$ cat config.mk
export PLATFORM = sky130hd
export DESIGN_NAME = hid_report_size_extractor
export DESIGN_NICKNAME = d
export VERILOG_FILES = /design/src/rtl/hrse_pkg.sv /design/src/rtl/hrse_front.sv /design/src/rtl/hrse_queue.sv /design/src/rtl/hrse_back.sv /design/src/rtl/hid_report_size_extractor.sv
export VERILOG_INCLUDE_DIRS = /design/src /design/src/rtl
export SDC_FILE = /design/constraint.sdc
export NUM_CORES = 1
export LEC_CHECK = 0
export BUFFER_PORTS_ARGS = -buffer_cell sky130_fd_sc_hd__clkbuf_2
export CAP_MARGIN = 20
export CORE_ASPECT_RATIO = 1.5
export CORE_UTILIZATION = 40
export CTS_BUF_LIST = sky130_fd_sc_hd__clkbuf_4
export DETAILED_ROUTE_END_ITERATION = 12
export GPL_TIMING_DRIVEN = 0
export PLACE_DENSITY_LB_ADDON = 0.3
export SLEW_MARGIN = 10
export SYNTH_ARGS = -nofsm -noshare
export SYNTH_HDL_FRONTEND = slang
export SYNTH_SLANG_ARGS = --single-unit
export TNS_END_PERCENT = 1
$ cat constraint.sdc
create_clock -name clock -period 6.1 [get_ports clock]
set_input_delay 1.22 -clock clock [delete_from_list [all_inputs] [get_ports clock]]
set_output_delay 1.22 -clock clock [all_outputs]
set_load 0.005 [all_outputs]
$ cat src/rtl/assert_macros.svh
// Assertion helpers shared by the RTL modules.
`ifndef ASSERT_MACROS_SVH
`define ASSERT_MACROS_SVH

// Property must hold at every clock edge outside reset.
`define HRSE_ASSERT(name, clk, rst, prop, msg) \
   name: assert property (@(posedge clk) disable iff (rst) (prop)) else $error(msg);

// Condition must never be true outside reset.
`define HRSE_ASSERT_NEVER(name, clk, rst, cond, msg) \
   name: assert property (@(posedge clk) disable iff (rst) !(cond)) else $error(msg);

`endif

$ cat src/rtl/hrse_pkg.sv
package hrse_pkg;

   localparam int TABLE_DEPTH = 16;
   localparam int TBL_IDX_W   = (TABLE_DEPTH > 1) ? $clog2(TABLE_DEPTH) : 1;
   localparam int TBL_FILL_W  = $clog2(TABLE_DEPTH + 1);

   localparam int QUEUE_DEPTH = 2;
   localparam int QPTR_W      = (QUEUE_DEPTH > 1) ? $clog2(QUEUE_DEPTH) : 1;
   localparam int QCNT_W      = $clog2(QUEUE_DEPTH + 1);

   // request selector
   localparam logic [1:0] FUNC_BYTE   = 2'd0;
   localparam logic [1:0] FUNC_LOOKUP = 2'd1;
   localparam logic [1:0] FUNC_CLEAR  = 2'd2;

   // result kinds
   localparam logic [1:0] KIND_INPUT   = 2'd0;
   localparam logic [1:0] KIND_OUTPUT  = 2'd1;
   localparam logic [1:0] KIND_FEATURE = 2'd2;
   localparam logic [1:0] KIND_LOOKUP  = 2'd3;

   // result status
   localparam logic [1:0] STAT_OK        = 2'd0;
   localparam logic [1:0] STAT_NOT_FOUND = 2'd1;
   localparam logic [1:0] STAT_EMPTY     = 2'd2;
   localparam logic [1:0] STAT_FULL      = 2'd3;

   // descriptor item encoding
   localparam logic [7:0] LONG_PREFIX      = 8'hFE;
   localparam logic [7:0] LEN_MASK         = 8'h03;
   localparam logic [7:0] TAG_MASK         = 8'hFC;
   localparam logic [7:0] TAG_INPUT        = 8'h80;
   localparam logic [7:0] TAG_FEATURE      = 8'hB0;
   localparam logic [7:0] TAG_OUTPUT       = 8'h90;
   localparam logic [7:0] TAG_REPORT_ID    = 8'h84;
   localparam logic [7:0] TAG_REPORT_SIZE  = 8'h74;
   localparam logic [7:0] TAG_REPORT_COUNT = 8'h94;

   // only the low 19 bits of size and count reach bits 3..18 of the product
   localparam int GLOB_W = 19;

   typedef enum logic [1:0] {
      OP_RECORD,
      OP_LOOKUP,
      OP_CLEAR
   } cmd_op_type;

   typedef struct packed {
      cmd_op_type  op;
      logic [1:0]  kind;
      logic [7:0]  id;
      logic [15:0] size;
   } cmd_type;

   typedef struct packed {
      logic [1:0]  kind;
      logic [7:0]  report_id;
      logic [15:0] byte_size;
      logic [1:0]  status;
   } rsp_type;

   typedef enum logic {
      BK_IDLE,
      BK_SCAN
   } back_state_type;

endpackage

$ cat src/rtl/hrse_front.sv
module hrse_front
   import hrse_pkg::*;
(
   input  logic       clock,
   input  logic       reset,
   input  logic       in_valid,
   output logic       in_ready,
   input  logic [1:0] in_func,
   input  logic [7:0] in_byte,
   input  logic       in_last,
   input  logic [7:0] in_qid,
   input  logic       queue_full,
   output logic       push,
   output cmd_type    push_cmd
);

   logic [8:0]        bytes_left_ff, bytes_left_in;
   logic [7:0]        prefix_ff, prefix_in;
   logic [1:0]        data_idx_ff, data_idx_in;
   logic [31:0]       data_ff, data_in;
   logic [7:0]        rep_id_ff, rep_id_in;
   logic [GLOB_W-1:0] rep_size_ff, rep_size_in;
   logic [GLOB_W-1:0] rep_count_ff, rep_count_in;

   logic              accept;
   logic              finish;
   logic [7:0]        fin_prefix;
   logic [31:0]       fin_data;
   logic [31:0]       merged_data;
   logic [1:0]        len;
   logic [2*GLOB_W-1:0] product;

   assign in_ready = !queue_full;
   assign accept   = in_valid && !queue_full;
   assign len      = in_byte[1:0] & LEN_MASK[1:0];

   assign merged_data = data_ff | ({24'b0, in_byte} << {data_idx_ff, 3'b000});
   assign product     = {{GLOB_W{1'b0}}, rep_size_ff} * {{GLOB_W{1'b0}}, rep_count_ff};

   always_comb begin
      bytes_left_in = bytes_left_ff;
      prefix_in     = prefix_ff;
      data_idx_in   = data_idx_ff;
      data_in       = data_ff;
      rep_id_in     = rep_id_ff;
      rep_size_in   = rep_size_ff;
      rep_count_in  = rep_count_ff;
      finish        = 1'b0;
      fin_prefix    = prefix_ff;
      fin_data      = data_ff;
      push          = 1'b0;
      push_cmd.op   = OP_RECORD;
      push_cmd.kind = KIND_INPUT;
      push_cmd.id   = rep_id_ff;
      push_cmd.size = product[18:3];

      if (accept) begin
         unique case (in_func)
            FUNC_LOOKUP: begin
               push          = 1'b1;
               push_cmd.op   = OP_LOOKUP;
               push_cmd.kind = KIND_LOOKUP;
               push_cmd.id   = in_qid;
            end
            FUNC_CLEAR: begin
               push        = 1'b1;
               push_cmd.op = OP_CLEAR;
            end
            FUNC_BYTE: begin
               if (bytes_left_ff == 9'd0) begin
                  prefix_in   = in_byte;
                  data_idx_in = 2'd0;
                  data_in     = 32'd0;
                  if (in_byte == LONG_PREFIX) begin
                     bytes_left_in = 9'd1;
                  end else begin
                     bytes_left_in = (len == 2'd3) ? 9'd4 : {7'b0, len};
                     if (len == 2'd0) begin
                        finish     = 1'b1;
                        fin_prefix = in_byte;
                        fin_data   = 32'd0;
                     end
                  end
               end else if (prefix_ff == LONG_PREFIX) begin
                  // first byte after a long prefix holds the data length
                  if (data_idx_ff == 2'd0) begin
                     bytes_left_in = {1'b0, in_byte} + 9'd1;
                     data_idx_in   = 2'd1;
                  end else begin
                     bytes_left_in = bytes_left_ff - 9'd1;
                  end
               end else begin
                  data_in       = merged_data;
                  data_idx_in   = data_idx_ff + 2'd1;
                  bytes_left_in = bytes_left_ff - 9'd1;
                  if (bytes_left_ff == 9'd1) begin
                     finish     = 1'b1;
                     fin_prefix = prefix_ff;
                     fin_data   = merged_data;
                  end
               end

               if (finish) begin
                  unique case (fin_prefix & TAG_MASK)
                     TAG_REPORT_ID:    rep_id_in    = fin_data[7:0];
                     TAG_REPORT_SIZE:  rep_size_in  = fin_data[GLOB_W-1:0];
                     TAG_REPORT_COUNT: rep_count_in = fin_data[GLOB_W-1:0];
                     TAG_INPUT: begin
                        push          = 1'b1;
                        push_cmd.kind = KIND_INPUT;
                     end
                     TAG_OUTPUT: begin
                        push          = 1'b1;
                        push_cmd.kind = KIND_OUTPUT;
                     end
                     TAG_FEATURE: begin
                        push          = 1'b1;
                        push_cmd.kind = KIND_FEATURE;
                     end
                     default: ;
                  endcase
               end

               if (in_last) begin
                  bytes_left_in = 9'd0;
                  prefix_in     = 8'd0;
                  data_idx_in   = 2'd0;
                  data_in       = 32'd0;
                  rep_id_in     = 8'hFF;
                  rep_size_in   = {GLOB_W{1'b1}};
                  rep_count_in  = {GLOB_W{1'b1}};
               end
            end
            default: ;
         endcase
      end
   end

   always_ff @(posedge clock) begin
      if (reset) begin
         bytes_left_ff <= 9'd0;
         prefix_ff     <= 8'd0;
         data_idx_ff   <= 2'd0;
         data_ff       <= 32'd0;
         rep_id_ff     <= 8'hFF;
         rep_size_ff   <= {GLOB_W{1'b1}};
         rep_count_ff  <= {GLOB_W{1'b1}};
      end else begin
         bytes_left_ff <= bytes_left_in;
         prefix_ff     <= prefix_in;
         data_idx_ff   <= data_idx_in;
         data_ff       <= data_in;
         rep_id_ff     <= rep_id_in;
         rep_size_ff   <= rep_size_in;
         rep_count_ff  <= rep_count_in;
      end
   end

endmodule

$ cat src/rtl/hrse_queue.sv
`include "assert_macros.svh"

module hrse_queue
   import hrse_pkg::*;
(
   input  logic    clock,
   input  logic    reset,
   input  logic    push,
   input  cmd_type push_cmd,
   output logic    full,
   input  logic    pop,
   output logic    empty,
   output cmd_type head
);

   cmd_type           entries_ff [QUEUE_DEPTH];
   logic [QPTR_W-1:0] wr_ptr_ff, wr_ptr_in;
   logic [QPTR_W-1:0] rd_ptr_ff, rd_ptr_in;
   logic [QCNT_W-1:0] count_ff, count_in;

   assign full  = (count_ff == QCNT_W'(QUEUE_DEPTH));
   assign empty = (count_ff == '0);
   assign head  = entries_ff[rd_ptr_ff];

   always_comb begin
      wr_ptr_in = wr_ptr_ff;
      rd_ptr_in = rd_ptr_ff;
      count_in  = count_ff;
      if (push) begin
         wr_ptr_in = (wr_ptr_ff == QPTR_W'(QUEUE_DEPTH - 1)) ? '0 : wr_ptr_ff + 1'b1;
      end
      if (pop) begin
         rd_ptr_in = (rd_ptr_ff == QPTR_W'(QUEUE_DEPTH - 1)) ? '0 : rd_ptr_ff + 1'b1;
      end
      if (push && !pop) begin
         count_in = count_ff + 1'b1;
      end else if (pop && !push) begin
         count_in = count_ff - 1'b1;
      end
   end

   always_ff @(posedge clock) begin
      if (reset) begin
         wr_ptr_ff <= '0;
         rd_ptr_ff <= '0;
         count_ff  <= '0;
      end else begin
         wr_ptr_ff <= wr_ptr_in;
         rd_ptr_ff <= rd_ptr_in;
         count_ff  <= count_in;
      end
   end

   always_ff @(posedge clock) begin
      if (push) begin
         entries_ff[wr_ptr_ff] <= push_cmd;
      end
   end

   `HRSE_ASSERT_NEVER(a_queue_overflow, clock, reset, push && full, "push into full queue")
   `HRSE_ASSERT_NEVER(a_queue_underflow, clock, reset, pop && empty, "pop from empty queue")

endmodule

$ cat src/rtl/hrse_back.sv
`include "assert_macros.svh"

module hrse_back
   import hrse_pkg::*;
(
   input  logic    clock,
   input  logic    reset,
   input  logic    queue_empty,
   input  cmd_type head,
   output logic    pop,
   output logic    rsp_valid,
   input  logic    rsp_ready,
   output rsp_type rsp
);

   logic [7:0]            ids_ff   [TABLE_DEPTH];
   logic [15:0]           sizes_ff [TABLE_DEPTH];
   logic [TBL_FILL_W-1:0] fill_ff, fill_in;
   back_state_type        state_ff, state_in;
   logic [TBL_IDX_W-1:0]  idx_ff, idx_in;
   logic [7:0]            qid_ff, qid_in;
   logic                  rsp_valid_ff, rsp_valid_in;
   rsp_type               rsp_ff, rsp_in;

   logic                  out_free;
   logic                  tbl_we;
   logic                  emit;
   rsp_type               emit_rsp;
   logic                  hit;
   logic                  scan_last;

   assign out_free  = !rsp_valid_ff || rsp_ready;
   assign hit       = (ids_ff[idx_ff] == qid_ff);
   assign scan_last = (TBL_FILL_W'(idx_ff) + TBL_FILL_W'(1)) == fill_ff;

   always_comb begin
      state_in = state_ff;
      idx_in   = idx_ff;
      qid_in   = qid_ff;
      fill_in  = fill_ff;
      pop      = 1'b0;
      tbl_we   = 1'b0;
      emit     = 1'b0;
      emit_rsp.kind      = KIND_LOOKUP;
      emit_rsp.report_id = qid_ff;
      emit_rsp.byte_size = 16'd0;
      emit_rsp.status    = STAT_OK;

      unique case (state_ff)
         BK_IDLE: begin
            if (!queue_empty && out_free) begin
               pop = 1'b1;
               unique case (head.op)
                  OP_RECORD: begin
                     emit               = 1'b1;
                     emit_rsp.kind      = head.kind;
                     emit_rsp.report_id = head.id;
                     emit_rsp.byte_size = head.size;
                     if (fill_ff < TBL_FILL_W'(TABLE_DEPTH)) begin
                        tbl_we  = 1'b1;
                        fill_in = fill_ff + 1'b1;
                     end else begin
                        emit_rsp.status = STAT_FULL;
                     end
                  end
                  OP_LOOKUP: begin
                     if (fill_ff == '0) begin
                        emit               = 1'b1;
                        emit_rsp.report_id = head.id;
                        emit_rsp.status    = STAT_EMPTY;
                     end else begin
                        state_in = BK_SCAN;
                        idx_in   = '0;
                        qid_in   = head.id;
                     end
                  end
                  OP_CLEAR: fill_in = '0;
                  default: ;
               endcase
            end
         end
         BK_SCAN: begin
            // one table entry per cycle while the output register is free, first match wins
            if (out_free) begin
               if (hit) begin
                  emit               = 1'b1;
                  emit_rsp.byte_size = sizes_ff[idx_ff];
                  state_in           = BK_IDLE;
               end else if (scan_last) begin
                  emit            = 1'b1;
                  emit_rsp.status = STAT_NOT_FOUND;
                  state_in        = BK_IDLE;
               end else begin
                  idx_in = idx_ff + 1'b1;
               end
            end
         end
         default: state_in = BK_IDLE;
      endcase

      if (emit) begin
         rsp_valid_in = 1'b1;
         rsp_in       = emit_rsp;
      end else begin
         rsp_valid_in = rsp_valid_ff && !rsp_ready;
         rsp_in       = rsp_ff;
      end
   end

   always_ff @(posedge clock) begin
      if (reset) begin
         state_ff     <= BK_IDLE;
         fill_ff      <= '0;
         rsp_valid_ff <= 1'b0;
      end else begin
         state_ff     <= state_in;
         fill_ff      <= fill_in;
         rsp_valid_ff <= rsp_valid_in;
      end
   end

   always_ff @(posedge clock) begin
      idx_ff <= idx_in;
      qid_ff <= qid_in;
      rsp_ff <= rsp_in;
      if (tbl_we) begin
         ids_ff[fill_ff[TBL_IDX_W-1:0]]   <= head.id;
         sizes_ff[fill_ff[TBL_IDX_W-1:0]] <= head.size;
      end
   end

   assign rsp_valid = rsp_valid_ff;
   assign rsp       = rsp_ff;

   `HRSE_ASSERT_NEVER(a_fill_bound, clock, reset, fill_ff > TBL_FILL_W'(TABLE_DEPTH), "table fill beyond depth")
   `HRSE_ASSERT_NEVER(a_scan_range, clock, reset, state_ff == BK_SCAN && TBL_FILL_W'(idx_ff) >= fill_ff, "scan past filled entries")
   `HRSE_ASSERT(a_hit_answers, clock, reset, state_ff == BK_SCAN && out_free && hit |=> rsp_valid_ff && state_ff == BK_IDLE, "scan hit gave no answer")

endmodule

$ cat src/rtl/hid_report_size_extractor.sv
// HID report size extractor.
// Request channel (req_*): one transaction per descriptor byte, table lookup or
// table clear, selected by req_tuser. req_tlast marks the final descriptor byte;
// after it the item framer and the report id/size/count globals return to
// their reset values while the report table is kept.
// Result channel (rsp_*): one transaction per Input/Output/Feature item (id,
// kind, size in bytes, table-full status) and one per lookup.
// Throughput: one request per cycle while the two-entry command queue between
// the byte framer and the table engine has room.
// A record or an empty-table answer is written into the command queue, popped by
// the table engine and registered in the output register that drives rsp_*.
// A lookup scans the table one entry per cycle while the output register is free,
// trying entries up to the first match or the fill count.
// Reset clears the framer, the queue, the fill count and the output valid flag
// and sets the id/size/count globals to all ones; no clearing pass is needed.
// When rsp_tready is low the result is held in the output register, the table
// engine stops, the queue fills and req_tready drops.
module hid_report_size_extractor
   import hrse_pkg::*;
(
   input  logic        clock,
   input  logic        reset,
   input  logic        req_tvalid,
   output logic        req_tready,
   input  logic [15:0] req_tdata,   // desc_byte[7:0], query_id[15:8]
   input  logic [1:0]  req_tuser,   // func[1:0]
   input  logic        req_tlast,
   output logic        rsp_tvalid,
   input  logic        rsp_tready,
   output logic [31:0] rsp_tdata,   // report_id[7:0], byte_size[23:8], status[25:24]
   output logic [1:0]  rsp_tuser    // kind[1:0]
);

   logic    push;
   cmd_type push_cmd;
   logic    queue_full;
   logic    queue_empty;
   logic    pop;
   cmd_type head;
   rsp_type rsp;

   hrse_front u_front (
      .clock      (clock),
      .reset      (reset),
      .in_valid   (req_tvalid),
      .in_ready   (req_tready),
      .in_func    (req_tuser),
      .in_byte    (req_tdata[7:0]),
      .in_last    (req_tlast),
      .in_qid     (req_tdata[15:8]),
      .queue_full (queue_full),
      .push       (push),
      .push_cmd   (push_cmd)
   );

   hrse_queue u_queue (
      .clock    (clock),
      .reset    (reset),
      .push     (push),
      .push_cmd (push_cmd),
      .full     (queue_full),
      .pop      (pop),
      .empty    (queue_empty),
      .head     (head)
   );

   hrse_back u_back (
      .clock       (clock),
      .reset       (reset),
      .queue_empty (queue_empty),
      .head        (head),
      .pop         (pop),
      .rsp_valid   (rsp_tvalid),
      .rsp_ready   (rsp_tready),
      .rsp         (rsp)
   );

   assign rsp_tdata = {6'b0, rsp.status, rsp.byte_size, rsp.report_id};
   assign rsp_tuser = rsp.kind;

endmodule
## Word-level counts from Yosys, hierarchy flattened

Memory sizes are Yosys's and may differ from the RTL's. A register that Yosys moved wholly into a read port is not among the register bits.
Cells that the tools add are included.

| storage, ports and cells | value |
|---|---|
| bits in registers | 148 |
| memory bits (writable) | 440 |
| input bits | 23 |
| output and inout port bits | 36 |
| logic and storage cells | 211 |
| memories kept | 3 |

Memory list:

| memory | depth | bits a word | rd ports | clocked after Yosys merged registers in | wr ports | RTL line | source |
|---|---|---|---|---|---|---|---|
| u_back.sizes_ff | 16 | 16 | 1 | 1 | 1 | hrse_back.sv:17 | `logic [15:0] sizes_ff [TABLE_DEPTH];` |
| u_back.ids_ff | 16 | 8 | 1 | 1 | 1 | hrse_back.sv:16 | `logic [7:0] ids_ff [TABLE_DEPTH];` |
| u_queue.entries_ff | 2 | 28 | 1 | 1 | 1 | hrse_queue.sv:16 | `cmd_type entries_ff [QUEUE_DEPTH];` |

| cells by class | value |
|---|---|
| add/sub/neg operators | 10 |
| $mul | 1 |
| order comparisons | 1 |
| equal/unequal tests | 26 |
| shifts and indexed selects | 1 |
| mux-type cells | 106 |
| bitwise gates (word level) | 5 |
| reduce and logical (&&, ||, !) cells | 39 |

Operators with widths:

| cell | number |
|---|---|
| two-way mux 19 bit | 11 |
| two-way mux 8 bit | 13 |
| two-way mux 32 bit | 3 |
| two-way mux 9 bit | 5 |
| two-way mux 1 bit | 37 |
| one-hot mux 18 bit (2 select lines) | 1 |
| two-way mux 16 bit | 2 |
| two-way mux 4 bit | 8 |
| bitwise OR 32 bit | 1 |
| left shift 8 x 5 -> 32 bit | 1 |
| equality test 6 bit, second input constant | 5 |
| two-way mux 26 bit | 1 |
| two-way mux 2 bit | 10 |
| AND reduction 4 bit | 5 |
| multiplier 19 x 19 -> 19 bit | 1 |
| two-way mux 18 bit | 1 |
| equality test 8 bit, second input constant | 2 |
| one-hot mux 2 bit (2 select lines) | 4 |
| one-hot mux 8 bit (2 select lines) | 1 |
| nonzero test 2 bit | 7 |
| two-way mux 12 bit | 1 |
| zero test 2 bit | 5 |
| inequality test 2 bit, second input constant | 5 |
| one-hot mux 5 bit (2 select lines) | 1 |
| 33 further kinds | 58 |

## Logic depth before layout (Yosys ltp)

| logic depth | value |
|---|---|
| depth in word-level cells | 16 |
| gate-level depth with buffers | 24 |
| mapped depth without buffers | 22 |

## Modules after synthesis

Synthesis repeated with hierarchy kept, for this count alone.

| second synthesis, totals | value |
|---|---|
| cell total of the unflattened synthesis | 2,074 |
| area total of the unflattened synthesis | 29,102.9 um2 |

Modules (own cells, without submodules):

| module | instances | cells an instance | area an instance (um2) | seq. area each (um2) |
|---|---|---|---|---|
| hrse_back | 1 | 824 | 17,060.1 | 12,952.4 |
| hrse_front | 1 | 1,134 | 9,761.9 | 1,681.6 |
| hrse_queue | 1 | 109 | 2,232.1 | 1,781.7 |
| hid_report_size_extractor | 1 | 7 | 48.8 | 0.0 |

## Worst setup path after synthesis

OpenSTA, ideal clock, no wires.

| timing path | value |
|---|---|
| path type | register to register |
| start point | register u_front.rep_count_ff[1] |
| end point | memory u_queue.entries_ff[0][15] (netlist bit) (data pin) |
| library setup time | 0.265 ns |
| data arrival time | 5.333 ns |
| required time | 5.835 ns |
| setup slack | 0.502 ns |
| cell stages (with the launch flop) | 24 |
| buffers on the path | 2 |
| clock period less this slack | 5.598 ns |
| path through | dfxtp_1 -> clkbuf_1 -> clkbuf_1 -> nand2_1 -> fa_1 -> inv_1 -> fa_1 -> inv_1 -> fa_1 -> fa_1 -> inv_1 -> ha_1 -> inv_1 -> fa_1 -> inv_1 -> ha_1 -> nor3_1 -> nor2_1 -> a31oi_1 -> nand2b_1 -> a21boi_0 -> o41a_1 -> a31oi_1 -> xnor2_1 |

RTL lines:

| what | RTL line | source |
|---|---|---|
| start: declaration | hrse_front.sv:23 | `logic [GLOB_W-1:0] rep_count_ff, rep_count_in;` |
| start signal: assignment | hrse_front.sv:147 | `rep_count_ff <= {GLOB_W{1'b1}};` |
| start signal: assignment | hrse_front.sv:155 | `rep_count_ff <= rep_count_in;` |
| end: declaration | hrse_queue.sv:16 |  |

==> results.cfg <==
[timing]
whs_ps = 473
rsz0062_at_grt = false
setup_ws_ps = 234
fmax_mhz = 170
final_hold_viol_count = 0
fin_crit_ps = 5870
worst_pin_slew_ps = 1030
timing.slew.headroom_pct = 31.2
slew_violations = 0
setup_tns_ps = 0
setup_viol = 0
fin_crit_sh_pct = 96.2
skew_ps = 58.4

[logic_synthesis]
synth_top_family_by_area = multiplexers
synth-edff-count = 480
synth_compound_area_share_pct = 4.09
synth.cell_area_um2 = 28600
synth-simple-area-share_pct = 7.99
synth_top_area_share_pct = 50.4
avgSynthCellArea_um2 = 14.3
synthCells = 2000
synth_fa_ha_area_share_pct = 12.1
ys.flop_type = edfxtp_1
yosys_warnings = 0
async_flop_share_pct = 0
synthTopCellsByArea = edfxtp_1 50%, fa_1 8.6%, mux4_2 8.4%, dfxtp_1 7.0%, ha_1 3.5%
synth.distinct_cells = 66
synth_xor_area_share_pct = 2.51
ys_seq_area_share_pct = 57.4
synth.area.mux_share_pct = 12.1
synth_top_area_cell = edfxtp_1
synth-seq-cells = 580

[cells_and_area]
multi_input_area_um2 = 11200
final_cell_count_no_fill = 3209
mostFrequentLayoutCells = 480 x edfxtp_1, 187 x nand2_1, 187 x clkbuf_4, 154 x inv_1, 123 x fa_1
area_growth_pct = 12.8
nets = 2426
mostFrequentLayoutCell = edfxtp_1
regArea_um2 = 16400
fillCellCount = 6214
drive_above_1_share_pct = 22.7

[pwr]
p_comb_share_pct = 37.1
seqPwrFrac_pct = 39.8
clockPowerShare_pct = 23.2
fin_total_pwr_uw = 13600
p_leak_uw = 0.0124
irDropWorstVdd_uv = 639
p_sw_uw = 4650
p_int_uw = 8970
power_density_nw_per_um2 = 422
netSwitchingFraction_pct = 34.1

[floorplan]
ios = 59
die_y_um = 329
die-area_um2 = 72500
die_w_um = 220
num_rows = 119
core_um2 = 70400
start_util_pct = 40.6

[hold_path]
hold_path_depth = 2
min_to = u_front.data_ff[9]$_SDFFE_PP0P_
worstHoldStart = u_front.data_ff[9]$_SDFFE_PP0P_
hp-class = reg2reg

[critical_path]
cp.required_ps = 6680
critPathSlowestCell = fa_1
worst_r2r_path_depth = 20
r2r-end = u_queue.entries_ff[0][15]$_DFFE_PP_
crit_top_cell = fa_1
cp-end-kind = register
worstPathArrival_ps = 6440
worstSetupPathType = reg2reg
regToRegStartpoint = u_front.rep_size_ff[1]$_SDFFE_PP1P_
start_kind = register
crit_path_cell_trace = clkbuf_2 -> nand2_1 -> fa_1 -> fa_1 -> fa_1 -> fa_1 -> inv_1 -> ha_1 -> inv_1 -> fa_1 -> inv_1 -> ha_1 -> nor3_1 -> nor2_1 -> a31oi_1 -> nand2b_1 -> a21boi_0 -> o41a_1 -> a31oi_4 -> xnor2_1
cp_max_fo = 10
r2r_setup_slack_ps = 230
crit_path_max_incr_delay_ps = 550

[routing]
ant_nets = 0
vias_per_cell = 5.27
drt_iter0_markers = 1203
dr.pass1.iters = 9
vias = 16900
drt_wl_total_um = 67500
drt-wirelength-per-cell_um = 21.0
drc = 7

[global_routing]
antenna_found_initial = 2
gr-total-overflow = 0
grt_max_degree = 29
grt_pass1_vias = 18100
grt_use_total_pct = 19.1
grt_pass1_wl_um = 103000

[cts]
cts_sinks = 580
clk_pin_slew_worst_paths_ps = 70
htree_levels = 4
cts_root_buffer = clkbuf_4
clockBufferDepth = 3
cts_buffers = 132
cts_hold_buf = 0
cts_tree = built
clk-insertion-delay-late_ps = 900

[status]
outcome = complete, but fails checks
violations = DRC

[place]
io_buffers = 49
place_inst = 2981
gp_congestion = 0.844
pre_cts_slack_ps = -554
dp_hpwl_um = 47600

[flow_run]
cap_violations = 0
power groups by stage:
stage               sequential [uW]  clock, uW  combinational (uW)
global route                   5440       3410                5640
finish                         5420       3160                5050
CTS                            5420       3240                5050
detailed placement             5500          0                4980
global placement               5510          0                4800
floorplan                      5490          0                3550
flip-flops by register name, indices dropped and copies added (netlist names), 9 cells and up, named ones only:
name and flops:
u_back.ids_ff 128, u_back.rsp 28, u_back.sizes_ff 256, u_front.bytes_left_ff 9
u_front.data_ff 19, u_front.rep_count_ff 19, u_front.rep_size_ff 19, u_queue.entries_ff 56
synthesized netlist by cell type, types with 5 or more instances:
master / number
nand2_1: 187
nand2b_1: 6
mux4_2: 106
xor2_1: 27
a21oi_1: 64
and3_1: 14
a221oi_1: 21
xnor2_1: 55
nor3_1: 50
buf_1: 5
mux2_2: 42
nand4_1: 8
o21ai_2: 9
a22oi_1: 6
nor3b_1: 5
mux2i_1: 61
dfxtp_1: 100
clkbuf_1: 73
a31oi_1: 8
edfxtp_1: 480
o21ai_0: 31
nor2_1: 101
and2_1: 70
buf_4: 8
a22o_1: 8
ha_1: 79
nor2b_1: 6
nand3_1: 12
fa_1: 123
buf_2: 21
inv_1: 154
per-layer routing:
layer  track usage (%)  vias to the layer above  part of all wire [%]
li1                  -                     7709                     -
met1              20.9                     8597                    37
met2              35.9                      481                    56
met3              3.02                      137                   4.0
met4              8.47                        0                   3.2
met5                 0                        -                     0
timing repair:
| item | in CTS | in global routing |
|---|---|---|
| endpoints found under the setup margin | 6 | 2 |
| buffers inserted | 0 | 0 |
| resized for setup | 20 | 35 |
| gates cloned | 0 | 0 |
critical path: cells and delay by family, from the launching register on:
family / cells / cell delay (ps)
flip-flops: 1 / 520
AO/OA/AOI/OAI: 4 / 1020
adder cells (fa/ha/maj): 7 / 2900
XOR/XNOR: 1 / 150
AND/OR/NAND/NOR: 4 / 530
buffers and inverters: 4 / 430
through the flow:
stage	util (%)	instance area, um^2
3_5_place_dp	43.2	30400
2_1_floorplan	-	28600
4_1_cts	45.7	32200
6_report	45.8	32200
3_3_place_gp	42.6	30000
5_1_grt	45.8	32200
worst max path at each step:
stage                                              start                                  end  cells after the start
finish               u_front.rep_size_ff[1]$_SDFFE_PP1P_  u_queue.entries_ff[0][15]$_DFFE_PP_                     20
floorplan           u_front.rep_count_ff[1]$_SDFFE_PP1P_  u_queue.entries_ff[0][15]$_DFFE_PP_                     23
global placement                              rsp_tready             u_back.rsp[13]$_DFFE_PP_                      8
global route        u_front.rep_count_ff[1]$_SDFFE_PP1P_  u_queue.entries_ff[0][15]$_DFFE_PP_                     22
detailed placement  u_front.rep_count_ff[1]$_SDFFE_PP1P_  u_queue.entries_ff[0][15]$_DFFE_PP_                     23
CTS                  u_front.rep_size_ff[1]$_SDFFE_PP1P_  u_queue.entries_ff[0][15]$_DFFE_PP_                     21
area by class of cell:
class	instances	area share [%]
Tap cell	907	3.52
Buffer	103	1.62
Inverter	154	1.79
Clock inverter	51	1.18
Sequential cell	580	51.0
Clock buffer	182	4.24
Antenna cell	2	0.0155
Multi-Input combinational cell	1161	34.7
Timing Repair Buffer	69	1.94
cells by family after synthesis:
family / after synthesis
flip-flops: 580
AND/OR/NAND/NOR: 486
buffers and inverters: 264
multiplexers: 209
adder cells (fa/ha/maj): 202
AO/OA/AOI/OAI: 176
XOR/XNOR: 82
other: 1
Power figures use the tool's default switching activity.
